$ cat config.mk
export PLATFORM = sky130hd
export DESIGN_NAME = percent_decoder
export DESIGN_NICKNAME = d
export VERILOG_FILES = /design/src/rtl/pd_pkg.sv /design/src/rtl/pd_decode.sv /design/src/rtl/pd_obuf.sv /design/src/rtl/percent_decoder.sv
export SDC_FILE = /design/constraint.sdc
export NUM_CORES = 1
export LEC_CHECK = 0
export BUFFER_PORTS_ARGS = -buffer_cell sky130_fd_sc_hd__buf_2
export CAP_MARGIN = 20
export CORE_UTILIZATION = 45
export CTS_CLUSTER_DIAMETER = 60
export DETAILED_ROUTE_END_ITERATION = 10
export GPL_TIMING_DRIVEN = 0
export PLACE_DENSITY_LB_ADDON = 0.05
export SKIP_CTS_REPAIR_TIMING = 1
export SLEW_MARGIN = 15
export SYNTH_ARGS = -nofsm -noshare
export SYNTH_HDL_FRONTEND = slang
export SYNTH_SLANG_ARGS = --single-unit
$ cat constraint.sdc
create_clock -name i_clk -period 4.1 [get_ports i_clk]
set_input_delay 0.82 -clock i_clk [delete_from_list [all_inputs] [get_ports i_clk]]
set_output_delay 0.82 -clock i_clk [all_outputs]
set_load 0.02 [all_outputs]
$ cat src/rtl/pd_pkg.sv
package pd_pkg;

    localparam logic [7:0] CH_PLUS  = 8'h2B;
    localparam logic [7:0] CH_PCT   = 8'h25;
    localparam logic [7:0] CH_SPACE = 8'h20;

    localparam int OBUF_DEPTH = 4;
    localparam int OBUF_AW    = $clog2(OBUF_DEPTH);
    localparam int OBUF_CW    = $clog2(OBUF_DEPTH + 1);

    typedef enum logic [1:0] {
        PH_IDLE = 2'd0,
        PH_PCT  = 2'd1,
        PH_HIGH = 2'd2
    } t_phase;

    typedef struct packed {
        logic [7:0] data;
        logic       last;
    } t_beat;

    // up to two output beats produced by one input beat
    typedef struct packed {
        logic [1:0] cnt;
        t_beat      b0;
        t_beat      b1;
    } t_dec;

    function automatic logic [7:0] digit_value(input logic [7:0] c);
        logic [7:0] v;
        if (c inside {[8'h41:8'h5A]}) begin
            v = c - 8'd55;
        end else if (c inside {[8'h61:8'h7A]}) begin
            v = c - 8'd87;
        end else if (c inside {[8'h30:8'h39]}) begin
            v = c - 8'h30;
        end else begin
            v = c;
        end
        return v;
    endfunction

endpackage

$ cat src/rtl/pd_decode.sv
module pd_decode
    import pd_pkg::*;
(
    input  logic  i_clk,
    input  logic  i_rst_n,
    input  logic  i_valid,
    input  t_beat i_beat,
    output t_dec  o_dec
);

    t_phase     r_phase;
    t_phase     n_phase;
    logic [7:0] r_held;
    logic [7:0] n_held;
    logic [7:0] lo_val;
    logic [7:0] hi_val;

    assign hi_val = digit_value(r_held);
    assign lo_val = digit_value(i_beat.data);

    always_comb begin
        n_phase = r_phase;
        n_held  = r_held;
        o_dec   = '0;
        if (i_valid) begin
            case (r_phase)
                PH_PCT: begin
                    if (i_beat.last) begin
                        // string ends after one digit: emit it raw behind '%'
                        o_dec.cnt = 2'd2;
                        o_dec.b0  = '{data: CH_PCT, last: 1'b0};
                        o_dec.b1  = '{data: i_beat.data, last: 1'b1};
                        n_phase   = PH_IDLE;
                    end else begin
                        n_held  = i_beat.data;
                        n_phase = PH_HIGH;
                    end
                end
                PH_HIGH: begin
                    o_dec.cnt = 2'd1;
                    o_dec.b0  = '{data: {hi_val[3:0], 4'h0} + lo_val, last: i_beat.last};
                    n_phase   = PH_IDLE;
                end
                default: begin
                    n_phase = PH_IDLE;
                    if (i_beat.data == CH_PLUS) begin
                        o_dec.cnt = 2'd1;
                        o_dec.b0  = '{data: CH_SPACE, last: i_beat.last};
                    end else if (i_beat.data == CH_PCT) begin
                        if (i_beat.last) begin
                            o_dec.cnt = 2'd1;
                            o_dec.b0  = '{data: CH_PCT, last: 1'b1};
                        end else begin
                            n_phase = PH_PCT;
                        end
                    end else begin
                        o_dec.cnt = 2'd1;
                        o_dec.b0  = i_beat;
                    end
                end
            endcase
        end
    end

    always_ff @(posedge i_clk) begin
        if (!i_rst_n) begin
            r_phase <= PH_IDLE;
            r_held  <= '0;
        end else begin
            r_phase <= n_phase;
            r_held  <= n_held;
        end
    end

    a_last_ends_escape: assert property (@(posedge i_clk) disable iff (!i_rst_n)
        (i_valid && i_beat.last) |=> (r_phase == PH_IDLE))
        else $error("escape still pending after last beat");

    a_phase_holds: assert property (@(posedge i_clk) disable iff (!i_rst_n)
        !i_valid |=> $stable(r_phase))
        else $error("phase moved without an input beat");

    a_cnt_range: assert property (@(posedge i_clk) disable iff (!i_rst_n)
        o_dec.cnt != 2'd3)
        else $error("more than two outputs for one beat");

endmodule

$ cat src/rtl/pd_obuf.sv
module pd_obuf
    import pd_pkg::*;
(
    input  logic  i_clk,
    input  logic  i_rst_n,
    input  t_dec  i_push,
    input  logic  i_pop,
    output logic  o_space,
    output logic  o_valid,
    output t_beat o_beat
);

    t_beat              r_mem [OBUF_DEPTH];
    logic [OBUF_AW-1:0] r_head;
    logic [OBUF_AW-1:0] r_tail;
    logic [OBUF_CW-1:0] r_count;
    logic [OBUF_AW-1:0] tail_nxt;
    logic               pop_ok;

    // room for the worst case of two beats
    assign o_space  = (r_count <= OBUF_CW'(OBUF_DEPTH - 2));
    assign o_valid  = (r_count != '0);
    assign o_beat   = r_mem[r_head];
    assign pop_ok   = i_pop && o_valid;
    assign tail_nxt = r_tail + OBUF_AW'(1);

    always_ff @(posedge i_clk) begin
        if (i_push.cnt != 2'd0) begin
            r_mem[r_tail] <= i_push.b0;
        end
        if (i_push.cnt == 2'd2) begin
            r_mem[tail_nxt] <= i_push.b1;
        end
    end

    always_ff @(posedge i_clk) begin
        if (!i_rst_n) begin
            r_head  <= '0;
            r_tail  <= '0;
            r_count <= '0;
        end else begin
            r_tail  <= r_tail + OBUF_AW'(i_push.cnt);
            r_head  <= r_head + OBUF_AW'(pop_ok);
            r_count <= r_count + OBUF_CW'(i_push.cnt) - OBUF_CW'(pop_ok);
        end
    end

    a_no_overflow: assert property (@(posedge i_clk) disable iff (!i_rst_n)
        r_count <= OBUF_CW'(OBUF_DEPTH))
        else $error("output buffer count out of range");

    a_push_has_room: assert property (@(posedge i_clk) disable iff (!i_rst_n)
        (i_push.cnt != 2'd0) |-> o_space)
        else $error("push into a buffer without room");

    a_ptr_gap: assert property (@(posedge i_clk) disable iff (!i_rst_n)
        (r_tail - r_head) == OBUF_AW'(r_count))
        else $error("pointers disagree with count");

endmodule

$ cat src/rtl/percent_decoder.sv
// URL percent decoder, one encoded byte per beat.
// An input beat is registered, then queued, before the first output beat it causes.
// Throughput: one input beat per cycle while the 4-entry output queue has room
// for two beats; it absorbs the two-beat case (truncated escape) and output stalls.
// Reset (synchronous, active low) clears the escape state and empties all stages.
module percent_decoder
    import pd_pkg::*;
(
    input  logic       i_clk,
    input  logic       i_rst_n,
    input  logic       s_axis_tvalid,
    output logic       s_axis_tready,
    input  logic [7:0] s_axis_tdata,   // [7:0] in_byte
    input  logic       s_axis_tlast,
    output logic       m_axis_tvalid,
    input  logic       m_axis_tready,
    output logic [7:0] m_axis_tdata,   // [7:0] out_byte
    output logic       m_axis_tlast
);

    logic  r_in_valid;
    t_beat r_in;
    logic  consume;
    logic  space;
    t_dec  dec;
    t_beat out_beat;

    assign consume       = r_in_valid && space;
    assign s_axis_tready = !r_in_valid || consume;

    always_ff @(posedge i_clk) begin
        if (!i_rst_n) begin
            r_in_valid <= 1'b0;
        end else if (s_axis_tready) begin
            r_in_valid <= s_axis_tvalid;
        end
    end

    always_ff @(posedge i_clk) begin
        if (s_axis_tvalid && s_axis_tready) begin
            r_in <= '{data: s_axis_tdata, last: s_axis_tlast};
        end
    end

    pd_decode u_decode (
        .i_clk   (i_clk),
        .i_rst_n (i_rst_n),
        .i_valid (consume),
        .i_beat  (r_in),
        .o_dec   (dec)
    );

    pd_obuf u_obuf (
        .i_clk   (i_clk),
        .i_rst_n (i_rst_n),
        .i_push  (dec),
        .i_pop   (m_axis_tready),
        .o_space (space),
        .o_valid (m_axis_tvalid),
        .o_beat  (out_beat)
    );

    assign m_axis_tdata = out_beat.data;
    assign m_axis_tlast = out_beat.last;

    a_stalled_input_held: assert property (@(posedge i_clk) disable iff (!i_rst_n)
        (r_in_valid && !consume) |=> (r_in_valid && $stable(r_in)))
        else $error("stalled input beat lost");

    a_no_push_idle: assert property (@(posedge i_clk) disable iff (!i_rst_n)
        !consume |-> (dec.cnt == 2'd0))
        else $error("output produced without an input beat");

    a_ready_when_empty: assert property (@(posedge i_clk) disable iff (!i_rst_n)
        !r_in_valid |-> s_axis_tready)
        else $error("input blocked while the stage is empty");

endmodule
==> results.toml <==
[power]
p_leak_nw = 1.72
vdd_drop_max_v = 0.000179
p_per_area_mw_per_mm2 = 423
power.total_mw = 1.88

[setup_path]
cp-endpoint = "u_obuf.r_mem[1][8]"
worstSetupEndpointType = "flop"
critical-path-slowest-cell = "sky130_fd_sc_hd__or4_4"
timing.critical_path.from_type = "flop"
worst-setup-path-type = "flop to flop"
worstRegToRegCells = 14
worstPathCellList = "buf_4, ha_1, nor2b_1, a22o_1, o21ai_4, o21ai_0, a221oi_2, ha_1, a21o_1, a21oi_1, xnor2_1, xnor2_1, or4_4, nand4_1"
worst-endpoint-required_ns = 4.30
rr_endpoint = "u_obuf.r_mem[1][8]"
worst_path_largest_cell_delay_ns = 0.58
setup.worst_path.start = "r_in[6]"
reg2reg_setup_slack_ns = 0.24
worst-path-max-fanout = 9
critical_path_arrival_ns = 4.06
crit-reg2reg-launch = "r_in[6]"

[place]
dp.final_hpwl_um = 6360
placer_congestion_estimate = 0.882
place.port_buffers = 23
dpl_worst_slack_ns = -0.345

[timing]
slew_at_the_pin_with_the_worst_max_slew_slack_ns = 1.10
hold_viol_final = 0
setup_tns_ns = 0
maxClockFrequency_ghz = 0.259
slew_violations = 0
timing.final.ws_setup_ns = 0.238
setup-violations-final = 0
rsz0062_at_grt = "false"
skew_ns = 0.0136
final.period_utilization_pct = 94.2
timing.max_slew.rel_slack_pct = 26.5
fin_crit_ns = 3.86

[floorplanning]
floorplan.initialDensity_pct = 46.7
num_io_pins = 24
die_boundary_width_um = 94.6
fp.dieH_um = 94.6
core_mm2 = 0.00826
std_cell_rows = 33
floorplan.die_area_mm2 = 0.00895

[clock_tree]
clk_latency_ns = 0.35
tritoncts.num_buffers = 9
tritoncts_num_sinks = 63
tritoncts_clock_tree = "yes"
clk_pin_slew_ns = 0.07
cts_buffer_depth = 2
cts-htree-levels = 3
cts.root.buffer_cell = "sky130_fd_sc_hd__clkbuf_8"

[synthesis]
synth_top_area_cell = "sky130_fd_sc_hd__edfxtp_1"
synth_top_area_share_pct = 35.0
synth.yosys.warnings = 0
ys_seq_area_share_pct = 44.4
synth_fp_nets = 414
syn-instance-count = 377
ys_ff_latch = 63
netlist_top_cells_area = "sky130_fd_sc_hd__edfxtp_1, sky130_fd_sc_hd__dfxtp_1, sky130_fd_sc_hd__ha_1"
synth_cell_types = 63
synth-async-reset-ratio_pct = 0
synth.avg_cell_area_um2 = 10.2
synth.cell_area_mm2 = 0.00386
postSynth.topFlopCell = "sky130_fd_sc_hd__edfxtp_1"
synth-edff-count = 45

[grt]
total_congestion_overflow_after_global_routing = 0
grt_max_degree = 12
grt_usage_pct = 21.5
grt_antenna_before_repair = 0
global_route_wire_length_before_repair_um = 14300
first_global_vias = 2802

[route]
vias_per_cell = 5.58
drt-pass1-iter-count = 5
num_vias = 2969
drtIter0Drc = 244
route.antenna.remaining_nets = 0
totalWireLength_um = 8750
post_detailed_route_wirelength_per_cell_um = 16.4
drt_drc_violations_left = 0

[final_layout]
sequential_cell_area_mm2 = 0.00171
multi_input_area_mm2 = 0.00201
drive_gt1_share_pct = 19.4
most_common_cell_after_layout_fill_and_taps_aside = "sky130_fd_sc_hd__edfxtp_1"
mostFrequentLayoutCells = "sky130_fd_sc_hd__edfxtp_1, sky130_fd_sc_hd__nand2_1, sky130_fd_sc_hd__a21oi_1"
number_of_antenna_repair_diodes = 0
finish.net_count = 459
nFillCells = 753
syn2layout_area_growth_pct = 15.2

[run]
cap_viol_max_count = 0

[status]
run_status = "finished clean"

[worst_hold_path]
hp-class = "flop to flop"
hold_path_depth = 2
worst min-delay path by stage:
stage	start	endpoint	slack [ns]
floorplan	u_decode.r_held[6]	u_decode.r_held[6]	0.49
global placement	u_decode.r_held[6]	u_decode.r_held[6]	0.51
detailed placement	u_decode.r_held[6]	u_decode.r_held[6]	0.52
CTS	u_decode.r_held[6]	u_decode.r_held[6]	0.53
global route	u_decode.r_held[5]	u_decode.r_held[5]	0.59
finish	u_decode.r_held[6]	u_decode.r_held[6]	0.53
cell type report:
| type | instances | share of cell area, % |
|---|---|---|
| multi-input cells | 275 | 45.1 |
| flip-flops and latches | 63 | 38.5 |
| repair buffers | 34 | 4.45 |
| clock buffers | 13 | 3.80 |
| well taps | 105 | 2.96 |
| plain buffers | 17 | 2.36 |
| inverters | 22 | 1.86 |
| clock inverters | 3 | 0.929 |
routing by layer:
metal | up-vias | part of all wire (%) | track usage [%]
li1 | 1463 | - | -
met1 | 1396 | 46 | 27.7
met2 | 94 | 47 | 34.5
met3 | 16 | 4.7 | 4.75
met4 | 0 | 1.8 | 9.47
met5 | - | 0 | 0
metrics by stage:
step / area (um2) / std cells / util [%] / hold slack [ns]
2_1_floorplan: 3860 / 377 / - / 0.486
3_3_place_gp: 4110 / 505 / 49.7 / 0.512
3_5_place_dp: 4110 / 505 / 49.7 / 0.515
4_1_cts: 4320 / 521 / 52.3 / 0.534
5_1_grt: 4450 / 532 / 53.8 / 0.585
6_report: 4450 / 532 / 53.8 / 0.531
cells by family (layout without fill, tap and decap cells):
kind of cell	Yosys count	count (layout)	share of synthesized area (%)
AND/OR/NAND/NOR	128	128	17.2
AO/OA/AOI/OAI	96	96	15.9
flip-flops	63	63	44.4
buffers and inverters	39	89	4.86
adder cells (fa/ha/maj)	24	24	8.17
multiplexers	15	15	6.84
XOR/XNOR	12	12	2.72
critical path, delay by kind of cell, from the launching register on:
family	cells	cell delay, ns
DFF	1	0.46
AOI/OAI and AO/OA	6	1.32
xor gates and xnor gates	2	0.33
adders and majority gates	2	0.57
and+or+nand+nor	3	0.87
buffers and inverters	1	0.18
where the power goes:
group	internal [mW]	switching, mW	leakage [nW]
logic	0.230	0.306	1.05
clock network	0.329	0.244	0.103
registers	0.744	0.0288	0.569
cell usage after synthesis, types with 4 or more instances:
cell type,number
sky130_fd_sc_hd__edfxtp_1,45
sky130_fd_sc_hd__inv_1,22
sky130_fd_sc_hd__a21oi_1,40
sky130_fd_sc_hd__xnor2_1,8
sky130_fd_sc_hd__nand2_1,44
sky130_fd_sc_hd__and2_1,12
sky130_fd_sc_hd__nor3_1,8
sky130_fd_sc_hd__clkbuf_1,10
sky130_fd_sc_hd__mux2i_1,5
sky130_fd_sc_hd__mux4_2,9
sky130_fd_sc_hd__nand4_1,7
sky130_fd_sc_hd__xor2_1,4
sky130_fd_sc_hd__nor2b_1,11
sky130_fd_sc_hd__o21ai_0,22
sky130_fd_sc_hd__ha_1,22
sky130_fd_sc_hd__a22o_1,4
sky130_fd_sc_hd__nor2_1,21
sky130_fd_sc_hd__dfxtp_1,18
sequential cells by signal, summed over array words and instances (netlist names):
name and count:
u_decode.r_phase 2, u_obuf.r_head 2, u_obuf.r_count 3, r_in_valid 1
u_obuf.r_mem 36, r_in 9, u_decode.r_held 8, u_obuf.r_tail 2
Note: power is estimated with default switching activity, not from simulation.
